<file path="config.mk">
export PLATFORM = sky130hd
export DESIGN_NAME = shift_fifo_with_search
export DESIGN_NICKNAME = d
export VERILOG_FILES = /design/src/rtl/core/sfs_pkg.sv /design/src/rtl/core/sfs_ctrl.sv /design/src/rtl/core/sfs_datapath.sv /design/src/rtl/core/shift_fifo_with_search.sv
export SDC_FILE = /design/constraint.sdc
export NUM_CORES = 1
export LEC_CHECK = 0
export BUFFER_PORTS_ARGS = -buffer_cell sky130_fd_sc_hd__buf_2
export CORE_MARGIN = 4
export CORE_UTILIZATION = 43
export CTS_BUF_LIST = sky130_fd_sc_hd__clkbuf_16
export DETAILED_ROUTE_END_ITERATION = 10
export PLACE_DENSITY = 0.63
export SYNTH_ARGS = -nofsm -noshare
export SYNTH_HDL_FRONTEND = slang
export SYNTH_SLANG_ARGS = --single-unit
</file>
<file path="constraint.sdc">
create_clock -name clk -period 5.9 [get_ports clk]
set_input_delay 0.59 -clock clk [delete_from_list [all_inputs] [get_ports clk]]
set_output_delay 0.59 -clock clk [all_outputs]
set_load 0.05 [all_outputs]
</file>
<file path="src/rtl/core/sfs_pkg.sv">
// shared types and constants for the shift register fifo with search
// used by sfs_ctrl, sfs_datapath and shift_fifo_with_search; no dependencies
package sfs_pkg;

  localparam int DEPTH   = 8;
  localparam int SLOT_W  = (DEPTH > 1) ? $clog2(DEPTH) : 1;
  localparam int CNT_W   = $clog2(DEPTH + 1);
  localparam int VALUE_W = 32;
  localparam int FOUND_W = 3;
  localparam int FILL_W  = 4;

  typedef enum logic [1:0] {
    CMD_ENQ  = 2'd0,
    CMD_DEQ  = 2'd1,
    CMD_SRCH = 2'd2,
    CMD_NOP  = 2'd3
  } cmd_t;

  typedef enum logic [1:0] {
    ST_OK    = 2'd0,
    ST_FULL  = 2'd1,
    ST_EMPTY = 2'd2,
    ST_MISS  = 2'd3
  } status_t;

  typedef enum logic {
    CTRL_READY = 1'b0,
    CTRL_HOLD  = 1'b1
  } ctrl_state_t;

  // controller to datapath
  typedef struct packed {
    logic exec;
  } dp_cmd_t;

endpackage

</file>
<file path="src/rtl/core/sfs_ctrl.sv">
// handshake controller: owns the result register state and beat acceptance
// depends on sfs_pkg
module sfs_ctrl (
  input  logic             clk,
  input  logic             rst,
  input  logic             cmd_valid,
  output logic             cmd_stall,
  output logic             rsp_valid,
  input  logic             rsp_stall,
  output sfs_pkg::dp_cmd_t dp_cmd
);

  sfs_pkg::ctrl_state_t state, state_next;
  logic exec;

  always_ff @(posedge clk) begin
    if (rst) begin
      state <= sfs_pkg::CTRL_READY;
    end else begin
      state <= state_next;
    end
  end

  // next state
  always_comb begin
    state_next = state;
    unique case (state)
      sfs_pkg::CTRL_READY: begin
        if (exec) state_next = sfs_pkg::CTRL_HOLD;
      end
      sfs_pkg::CTRL_HOLD: begin
        if (exec) state_next = sfs_pkg::CTRL_HOLD;
        else if (!rsp_stall) state_next = sfs_pkg::CTRL_READY;
      end
      default: state_next = sfs_pkg::CTRL_READY;
    endcase
  end

  // outputs: a new beat may enter while the held result is being taken
  always_comb begin
    cmd_stall = 1'b0;
    rsp_valid = 1'b0;
    unique case (state)
      sfs_pkg::CTRL_READY: begin
        cmd_stall = 1'b0;
        rsp_valid = 1'b0;
      end
      sfs_pkg::CTRL_HOLD: begin
        cmd_stall = rsp_stall;
        rsp_valid = 1'b1;
      end
      default: begin
        cmd_stall = 1'b0;
        rsp_valid = 1'b0;
      end
    endcase
    exec = cmd_valid && !cmd_stall;
    dp_cmd.exec = exec;
  end

endmodule

</file>
<file path="src/rtl/core/sfs_datapath.sv">
// slot array, occupancy counter, parallel search and result registers
// depends on sfs_pkg
module sfs_datapath (
  input  logic                              clk,
  input  logic                              rst,
  input  sfs_pkg::dp_cmd_t                  dp_cmd,
  input  logic [1:0]                        command,
  input  logic signed [sfs_pkg::VALUE_W-1:0] value,
  output logic [1:0]                        status,
  output logic signed [sfs_pkg::VALUE_W-1:0] head_value,
  output logic [sfs_pkg::FOUND_W-1:0]       found_slot,
  output logic [sfs_pkg::FILL_W-1:0]        fill_count,
  output logic                              is_empty,
  output logic                              is_full
);

  logic [sfs_pkg::VALUE_W-1:0] slots [sfs_pkg::DEPTH];
  logic [sfs_pkg::VALUE_W-1:0] slots_next [sfs_pkg::DEPTH];
  logic [sfs_pkg::CNT_W-1:0]   occupancy, occupancy_next;

  sfs_pkg::status_t            res_status;
  logic [sfs_pkg::VALUE_W-1:0] res_head;
  logic [sfs_pkg::SLOT_W-1:0]  hit_slot;
  logic                        hit;
  logic                        q_full, q_empty;

  assign q_full  = (occupancy == sfs_pkg::CNT_W'(sfs_pkg::DEPTH));
  assign q_empty = (occupancy == '0);

  // lowest occupied slot that matches
  always_comb begin
    hit      = 1'b0;
    hit_slot = '0;
    for (int i = sfs_pkg::DEPTH - 1; i >= 0; i--) begin
      if ((sfs_pkg::CNT_W'(i) < occupancy) && (slots[i] == value)) begin
        hit      = 1'b1;
        hit_slot = sfs_pkg::SLOT_W'(i);
      end
    end
  end

  always_comb begin
    slots_next     = slots;
    occupancy_next = occupancy;
    res_status     = sfs_pkg::ST_OK;
    res_head       = '0;
    case (command)
      sfs_pkg::CMD_ENQ: begin
        if (q_full) begin
          res_status = sfs_pkg::ST_FULL;
        end else begin
          slots_next[occupancy[sfs_pkg::SLOT_W-1:0]] = value;
          occupancy_next = occupancy + 1'b1;
        end
      end
      sfs_pkg::CMD_DEQ: begin
        if (q_empty) begin
          res_status = sfs_pkg::ST_EMPTY;
        end else begin
          res_head = slots[0];
          for (int i = 0; i < sfs_pkg::DEPTH - 1; i++) begin
            slots_next[i] = slots[i + 1];
          end
          slots_next[sfs_pkg::DEPTH - 1] = '0;
          occupancy_next = occupancy - 1'b1;
        end
      end
      sfs_pkg::CMD_SRCH: begin
        if (!hit) res_status = sfs_pkg::ST_MISS;
      end
      default: ;
    endcase
  end

  always_ff @(posedge clk) begin
    if (rst) begin
      occupancy <= '0;
    end else if (dp_cmd.exec) begin
      occupancy <= occupancy_next;
    end
  end

  always_ff @(posedge clk) begin
    if (dp_cmd.exec) begin
      slots      <= slots_next;
      status     <= res_status;
      head_value <= res_head;
      found_slot <= (res_status == sfs_pkg::ST_OK && command == sfs_pkg::CMD_SRCH) ?
                    sfs_pkg::FOUND_W'(hit_slot) : '0;
      fill_count <= sfs_pkg::FILL_W'(occupancy_next);
      is_empty   <= (occupancy_next == '0);
      is_full    <= (occupancy_next == sfs_pkg::CNT_W'(sfs_pkg::DEPTH));
    end
  end

endmodule

</file>
<file path="src/rtl/core/shift_fifo_with_search.sv">
// shift register fifo with associative search, top level
// the result beat of an accepted command beat is offered from registers in the next cycle
// throughput: one command per cycle while no held result is stalled; compare, shift and write all act on acceptance
// a new command enters while the held result is taken in the same cycle
// reset clears occupancy and the result handshake; slot contents need no reset
module shift_fifo_with_search (
  input  logic                              clk,
  input  logic                              rst,
  input  logic                              cmd_valid,
  output logic                              cmd_stall,
  input  logic [1:0]                        command,
  input  logic signed [sfs_pkg::VALUE_W-1:0] value,
  output logic                              rsp_valid,
  input  logic                              rsp_stall,
  output logic [1:0]                        status,
  output logic signed [sfs_pkg::VALUE_W-1:0] head_value,
  output logic [sfs_pkg::FOUND_W-1:0]       found_slot,
  output logic [sfs_pkg::FILL_W-1:0]        fill_count,
  output logic                              is_empty,
  output logic                              is_full
);

  sfs_pkg::dp_cmd_t dp_cmd;

  sfs_ctrl u_ctrl (
    .clk       (clk),
    .rst       (rst),
    .cmd_valid (cmd_valid),
    .cmd_stall (cmd_stall),
    .rsp_valid (rsp_valid),
    .rsp_stall (rsp_stall),
    .dp_cmd    (dp_cmd)
  );

  sfs_datapath u_datapath (
    .clk        (clk),
    .rst        (rst),
    .dp_cmd     (dp_cmd),
    .command    (command),
    .value      (value),
    .status     (status),
    .head_value (head_value),
    .found_slot (found_slot),
    .fill_count (fill_count),
    .is_empty   (is_empty),
    .is_full    (is_full)
  );

endmodule

</file>
# After elaboration in Yosys (flattened, before gate mapping)
# Cells that the tools add are included.
word_totals:
  out_inout_bits: 45
  reg_bits: 304
  input_bits: 38
  elab_cells: 104
classes:
  n_bitwise: 4
  addsub: 2
  n_reduce_logical: 22
  n_eq_ne: 14
  mux: 34
  order_cmp: 10
op_table:
  columns: ["operator", "count"]
  rows:
  - ["256-bit 2-to-1 mux", 2]
  - ["256-bit case mux with 2 select lines", 1]
  - ["256-bit bitwise mux", 1]
  - ["32-bit == test", 8]
  - ["32-bit demux with 3-bit select", 1]
  - ["32-bit 2-to-1 mux", 1]
  - ["3-bit by 4-bit < comparator with 1-bit output, first input constant", 4]
  - ["1-bit 2-to-1 mux", 13]
  - ["3-bit 2-to-1 mux", 4]
  - ["1-bit logical AND", 11]
  - ["4-bit == test, second input constant", 2]
  - ["4-bit logical NOT", 2]
  - ["1-bit by 4-bit < comparator with 1-bit output, first input constant", 2]
  - ["2-bit by 4-bit < comparator with 1-bit output, first input constant", 2]
  - ["2-bit 2-to-1 mux", 4]
  - ["4-bit 2-to-1 mux", 2]
  - ["4-bit case mux with 2 select lines", 1]
  - ["1-bit case mux with 2 select lines", 3]
  - ["2-bit case mux with 3 select lines", 1]
  - ["5-bit OR reduction", 1]
  - ["4-bit by 1-bit adder with 4-bit output, second input constant", 1]
  - ["4-bit >= comparator, second input constant", 1]
  - ["2-bit logical NOT", 2]
  - ["4-bit by 1-bit < comparator with 1-bit output, second input constant", 1]
  - ["other kinds (11)", 15]

# Logic depth before layout (Yosys ltp)
# Gate-level depths: netlist of run 1.
depth:
  word_depth: 16
  mapped_depth: 11
  depth_no_buf: 10

# Modules after synthesis
# Synthesis of run 1 repeated with hierarchy kept, for this count alone.
unflattened:
  hier_cells: 1462
  area_unflattened_um2: 15632.5
modules_own_cells:
  columns: ["module", "seq_area_each_um2", "cells_per_inst", "instances", "area_per_inst_um2"]
  rows:
  - ["sfs_datapath", 9058.7, 1457, 1, 15586.2]
  - ["sfs_ctrl", 20.0, 5, 1, 46.3]

# Worst setup path before layout of run 1
# Ideal clock, no wire load.
synth_timing:
  path_type: "input to register"
  startpoint: "in rsp_stall"
  endpoint: "reg u_datapath.slots[224] (netlist bit), enable pin"
  arrival_time_ns: 4.675
  path_buffers: 1
  stages: 5
  setup_slack_ns: 0.793
  required_ns: 5.468
  setup_time_ns: 0.432
  cell_sequence: "and2_1 -> nor2b_1 -> clkbuf_1 -> nand2_1 -> a21oi_1"
synth_via:
  elab_chain_cells: 4
synth_rtl:
  columns: ["item", "line", "source"]
  rows:
  - ["start: declaration", "shift_fifo_with_search.sv:14", "input logic rsp_stall,"]
  - ["1-bit case mux with 2 select lines", "sfs_ctrl.sv:43", "unique case (state)"]
  - ["1-bit logical NOT", "sfs_ctrl.sv:57", "exec = cmd_valid && !cmd_stall;"]
  - ["1-bit logical AND", "sfs_ctrl.sv:57", null]
  - ["named net dp_cmd", "shift_fifo_with_search.sv:23", "sfs_pkg::dp_cmd_t dp_cmd;"]
  - ["4-bit AND reduction (no source line)", null, null]
  - ["end signal: assignment", "sfs_datapath.sv:85", "slots <= slots_next;"]
  - ["end: declaration", "sfs_datapath.sv:17", "logic [sfs_pkg::VALUE_W-1:0] slots [sfs_pkg::DEPTH];"]
# The timed path passes the listed nets, and every way through them passes these cells.
# A chain may end at the register's enable or synchronous reset.

# Worst setup path after layout of run 1
layout_timing:
  startpoint: "reg u_datapath.occupancy[1] (netlist bit)"
  endpoint: "reg u_datapath.slots[9] (netlist bit), enable pin"
layout_via:
  elab_chain_cells: 3
  word_cells_on_any_way: 5
  cone_classes: "3 x eq/ne; 2 x reduce/logical"
layout_rtl:
  columns: ["item", "line", "source"]
  rows:
  - ["start: declaration", "sfs_datapath.sv:19", "logic [sfs_pkg::CNT_W-1:0] occupancy, occupancy_next;"]
  - ["start signal: assignment", "sfs_datapath.sv:79", "occupancy <= occupancy_next;"]
  - ["4-bit == test or 4-bit logical NOT (tied branches)", "sfs_datapath.sv:27, sfs_datapath.sv:28", null]
  - ["2-bit inequality test (no source line)", null, null]
  - ["4-bit AND reduction (no source line) (*)", null, null]
# Mark *: on every way between the ends. The rest lies on a longest branch, timed or not.

==> qor.txt, run 1 <==
Total setup buffers inserted after CTS: 0
Gr ovfl total: 0
Share of layout cells above drive strength 1: 0.105
Most frequent cells in the layout: nand2_1, edfxtp_1, o21ai_0, xnor2_1, xor2_1
Status: finished clean
Worst hold path endpoint: u_ctrl.state
Post-detail-place hpwl: 31100 um
IO Count: 83
CTS tree: built
DRC Markers: 0
FF+latch count, synth: 304
# placed instances: 1904
Number of diodes: 0
CTS H-tree depth: 2
DRT Pass-1 Iters: 5
CTS Hold Bufs: 0
Starting DRT DRC Count: 1270
RSZ-0062 raised after global routing: no
CP Data Arrival Time: 3510 ps
Sequential-to-total area share from yosys stat: 0.582
Worst skew pair latency: 510 ps
Placed cell area: 0.0163 mm2
Final worst-path cycle share: 0.575
Hold depth: 3
Pwr dens: 296 mW/mm2
R2R Path End: u_datapath.slots[9]
VDD IR max: 254 uV
Flop2flop setup slack: 2510 ps
Worst r2r path cells: 5
HP Class: in -> reg
DR vias/cell: 5.58
# fillers: 3182
GP Congestion: 0.991
Fin. Hold Viols: 0
Routed WL: 42000 um
Root Driver: clkbuf_16
Gate Count Post-Synth: 1458
Sink Count: 304
Rel. slew slack: 0.108
Initial Util: 0.438
Number of cells in the finished layout apart from fillers: 1966
Vias post-DR: 11000
Die area: 0.0394 mm2
Worst EP required: 6020 ps
Place WS: 2180 ps
CTS Buf Count: 35
Pin count of the biggest net entering global routing: 289
Post-route ant nets: 0
Worst Setup End Kind: flip-flop
PortBufs: 82
Die X-Extent: 199 um
Clock Path Buffers: 3
Drt wl/cell: 21.4 um
Setup TNS: 0 ps
Total GRT Usage: 0.209
Nets: 1521
FP Rows: 69
Clock skew: 16.0 ps
Max Slew Vio Count: 0
Most common cell after layout, fill and taps aside: nand2_1
Worst R2R Start: u_datapath.occupancy[1]
HP Start: cmd_valid
Post-CTS sizing: 0
Fmax: 0.295 GHz
Leakage power: 5.98 nW
Final WS setup: 2510 ps
Post-synth net total: 1499
CP max FO: 32
Vias in the first global route: 10400
Synth unique cells: 40
Type of the worst setup path: reg -> reg
CTS clk-pin slew, worst paths: 60 ps
Initial antenna violation count: 0
First-pass GRT wire length: 62600 um
Height of the die: 199 um
Fin util: 0.488
Final setup vio count: 0
Design Area, Final: 0.0174 mm2
Max-Cap Viols: 0
Startpoint types: flip-flop
Layout area overhead: 11.4%
Syn Area/Cell: 10.7 um2
Core area: 0.0357 mm2
Synth Cell Area: 0.0156 mm2
Worst Max-Slew Pin Slew: 1340 ps
Design Power: 5.15 mW
Worst hold slack: 310 ps
Final min period: 3390 ps
Synth warn: 0
-- where the power goes --
group          switching (mW)  total (mW)  internal, mW  leakage [nW]
Sequential             0.0353        2.48          2.44          2.85
Combinational           0.399       0.544         0.144          2.56
Clock                   0.858        2.12          1.26         0.571
-- metal layers --
layer,GRT usage,vias to the layer above,routed length (um)
met4,0.0752,0,1650
met3,0.0244,84,2760
met5,0,-,0
met1,0.302,5204,18900
met2,0.328,502,18700
li1,-,5188,-
-- flip-flops by register name, summed over array words and instances, names as in the netlist --
register               cells
u_datapath.slots         256
u_datapath.head_value     32
u_datapath.fill_count      4
u_datapath.occupancy       4
u_datapath.found_slot      3
u_datapath.status          2
u_ctrl.state               1
u_datapath.is_empty        1
u_datapath.is_full         1
-- critical path, cell delays in order, from the launching register on --
cell	delay (ps)
dfxtp_1	510
inv_2	150
ha_1	310
a31oi_1	310
nand2_1	550
inv_1	1140
-- logic make-up (layout without fill, tap and decap cells) --
| kind of cell | after synthesis | in the layout | share of synthesized area |
|---|---|---|---|
| mux | 2 | 2 | 0.00128 |
| flops | 304 | 304 | 0.582 |
| buf+inv | 111 | 158 | 0.0338 |
| fa+ha+maj | 3 | 3 | 0.00241 |
| simple gates | 492 | 492 | 0.142 |
| xor+xnor | 259 | 259 | 0.145 |
| compound gates | 287 | 287 | 0.0937 |
-- final cells by class --
type / instances / area [um2] / share of cell area
clock buffer: 37 / 926 / 0.0533
clock inverter: 25 / 195 / 0.0112
inverter: 8 / 30.0 / 0.00173
multi-input combinational: 1043 / 6110 / 0.351
sequential: 304 / 9080 / 0.522
tap: 461 / 577 / 0.0332
timing repair buffer: 88 / 468 / 0.0269
-- cells in the mapped netlist, drive strengths merged --
cell type,instances,share of area
nand2,332,0.080
edfxtp,299,0.58
o21ai,195,0.063
xnor2,151,0.085
xor2,108,0.061
a21oi,82,0.026
clkbuf,67,0.016
nand4,37,0.016
buf,36,0.016
and3,34,0.014
nor4,30,0.012
nor2,19,0.0056
nand3,15,0.0048
nor3,9,0.0029
inv,8,0.0019
dfxtp,5,0.0064
nor2b,5,0.0020
a31oi,4,0.0016
ha,3,0.0024
or4,3,0.0014
mux2i,2,0.0013
nand2b,2,0.00080
nor3b,2,0.00096
o311ai,2,0.0011
a22o,1,0.00056
and2,1,0.00040
nand3b,1,0.00048
o22ai,1,0.00040
o2bb2ai,1,0.00056
o41ai,1,0.00056
or3,1,0.00040
or3b,1,0.00056
-- worst max path at each step --
stage,startpoint,endpoint,slack (ps),cells after the start
detailed placement,rsp_stall,u_datapath.slots[6],2180,6
global placement,rsp_stall,u_datapath.slots[6],2220,6
global route,u_datapath.occupancy[1],u_datapath.slots[0],2340,5
floorplan,rsp_stall,u_datapath.slots[224],790,5
finish,u_datapath.occupancy[1],u_datapath.slots[9],2510,5
CTS,u_datapath.occupancy[1],u_datapath.slots[0],2520,5
Note: power is estimated with default switching activity, not from simulation.
==> inputs of run 2 (changes only) <==
--- a/config.mk
+++ b/config.mk
@@ -10,7 +10,7 @@
 export CORE_UTILIZATION = 43
 export CTS_BUF_LIST = sky130_fd_sc_hd__clkbuf_16
 export DETAILED_ROUTE_END_ITERATION = 10
-export PLACE_DENSITY = 0.63
+export PLACE_DENSITY = 0.66
 export SYNTH_ARGS = -nofsm -noshare
 export SYNTH_HDL_FRONTEND = slang
 export SYNTH_SLANG_ARGS = --single-unit
==> constraint.sdc (replaced) <==
create_clock -name clk -period 2.73 [get_ports clk]
set_input_delay 0.273 -clock clk [delete_from_list [all_inputs] [get_ports clk]]
set_output_delay 0.273 -clock clk [all_outputs]
set_load 0.05 [all_outputs]
==> run 2 against run 1 <==
Core utilization up 1.6 points. First-iteration DRC count up 31%. Die area unchanged. Clock-buffer cell count down 1. Fmax up 29%. Flip-flop and latch count unchanged. Largest cell class unchanged. Largest power group unchanged.
==> qor.txt, run 2 (synthesis results as in run 1) <==
Max-Cap Viols: 0
HP Start: rsp_stall
CTS Buf Count: 35
Worst r2r path cells: 8
Worst Setup End Kind: flip-flop
Max FFs per register: 256
Number of diodes: 0
FP Rows: 69
DRT Pass-1 Iters: 6
Root Driver: clkbuf_16
Biggest regs: u_datapath.slots x256, u_datapath.head_value x32
Fin. Hold Viols: 0
Clock Path Buffers: 3
Die X-Extent: 199 um
Pwr dens: 621 mW/mm2
Leakage power: 6.30 nW
Final worst-path cycle share: 0.961
Crit path from: u_datapath.slots[3]
Critical Path Max Stage Delay: 670 ps
GP Congestion: 1.02
Most flops, register: u_datapath.slots
Final WS setup: 106 ps
CTS tree: built
Vias post-DR: 11800
CP Data Arrival Time: 2990 ps
Vias in the first global route: 11300
RSZ-0062 raised after global routing: no
Pin count of the biggest net entering global routing: 159
Rel. slew slack: 0.484
# placed instances: 1963
Nets: 1582
Hold depth: 4
Clock skew: 24.2 ps
Worst R2R Start: u_datapath.slots[3]
Number of cells in the finished layout apart from fillers: 2024
VDD IR max: 461 uV
Startpoint types: flip-flop
Worst Max-Slew Pin Slew: 774 ps
Height of the die: 199 um
Final min period: 2620 ps
Routed WL: 51000 um
Share of layout cells above drive strength 1: 0.135
Final setup vio count: 0
Fmax: 0.381 GHz
First-pass GRT wire length: 74400 um
Total setup buffers inserted after CTS: 0
Die area: 0.0394 mm2
Initial Util: 0.438
HP Class: in -> reg
Post-route ant nets: 0
Status: finished clean
Type of the worst setup path: reg -> reg
Max Slew Vio Count: 0
Core area: 0.0357 mm2
Layout area overhead: 15.0%
Initial antenna violation count: 0
DR vias/cell: 5.83
Worst skew pair latency: 530 ps
Total GRT Usage: 0.254
Post-detail-place hpwl: 37100 um
Most common cell after layout, fill and taps aside: nand2_1
CP max FO: 3
Sink Count: 304
CTS clk-pin slew, worst paths: 60 ps
Drt wl/cell: 25.2 um
Cells along the critical path: xor2_1 -> nor4_2 -> nand4_1 -> or4_1 -> nor2b_1 -> o21ai_1 -> a22o_1 -> a21oi_1
Most frequent cells in the layout: nand2_1, edfxtp_1, o21ai_0, xnor2_1, xor2_1
CTS H-tree depth: 2
Starting DRT DRC Count: 1659
Setup TNS: 0 ps
Place WS: 102 ps
DRC Markers: 0
Gr ovfl total: 0
# fillers: 3267
Worst EP required: 3100 ps
Crit-path slowest cell: or4_1
PortBufs: 82
IO Count: 83
## run 2: cell count changes in the layout (fill, tap and decap cells not counted), moves of 2 or more
cell,previous run,this run
buf_12,1,12
buf_4,5,53
clkinv_2,11,2
dlygate4sd3_1,0,2
inv_1,8,14
## run 2: final timing paths
check                                                end  slack [ps]
worst max-delay path            u_datapath.found_slot[0]         110
worst min-delay path                        u_ctrl.state         160
worst max register to register  u_datapath.found_slot[0]         110
worst min register to register      u_datapath.slots[83]         570
## run 2: area by class of cell
type | instances | area, um2 | share of cell area
flip-flops and latches | 304 | 9080 | 0.506
multi-input cells | 1043 | 6120 | 0.341
repair buffers | 149 | 1070 | 0.0596
clock buffers | 36 | 901 | 0.0502
well taps | 461 | 577 | 0.0321
clock inverters | 23 | 163 | 0.00907
inverters | 8 | 33.8 | 0.00188
## run 2: worst max-delay path: cells and delay by family (launching register included)
kind | cells | cell delay, ps
xor+xnor | 1 | 240
simple gates | 4 | 1350
compound gates | 3 | 440
flops | 1 | 440
## run 2: layer usage
| metal | wire length [um] | GRT usage | vias to the layer above |
|---|---|---|---|
| li1 | - | - | 5287 |
| met5 | 0 | 0 | - |
| met2 | 22700 | 0.391 | 686 |
| met1 | 21200 | 0.365 | 5720 |
| met3 | 5040 | 0.0445 | 113 |
| met4 | 2110 | 0.0935 | 0 |
## run 2: where the power goes
| group | leakage [nW] | switching (mW) | internal (mW) |
|---|---|---|---|
| sequential | 2.85 | 0.0812 | 5.28 |
| clock | 0.554 | 1.89 | 2.57 |
| combinational | 2.90 | 0.953 | 0.375 |
| total | 6.30 | 2.92 | 8.22 |
## run 2: through the flow
| step | hold slack, ps | total power, mW | instance area (um2) | util |
|---|---|---|---|---|
| floorplan | 345 | 6.26 | 15700 | - |
| global placement | 508 | 6.74 | 16900 | 0.473 |
| detailed placement | 518 | 6.76 | 16900 | 0.473 |
| CTS | 149 | 11.2 | 17900 | 0.503 |
| global route | 181 | 11.5 | 17900 | 0.503 |
| finish | 158 | 11.1 | 17900 | 0.503 |
## run 2: repair_timing
| action | in CTS | in global routing |
|---|---|---|
| hold buffers | 2 | 0 |
| setup endpoints to repair | 0 | 3 |
| hold endpoints to repair | 5 | 0 |
| resized for setup | 0 | 1 |
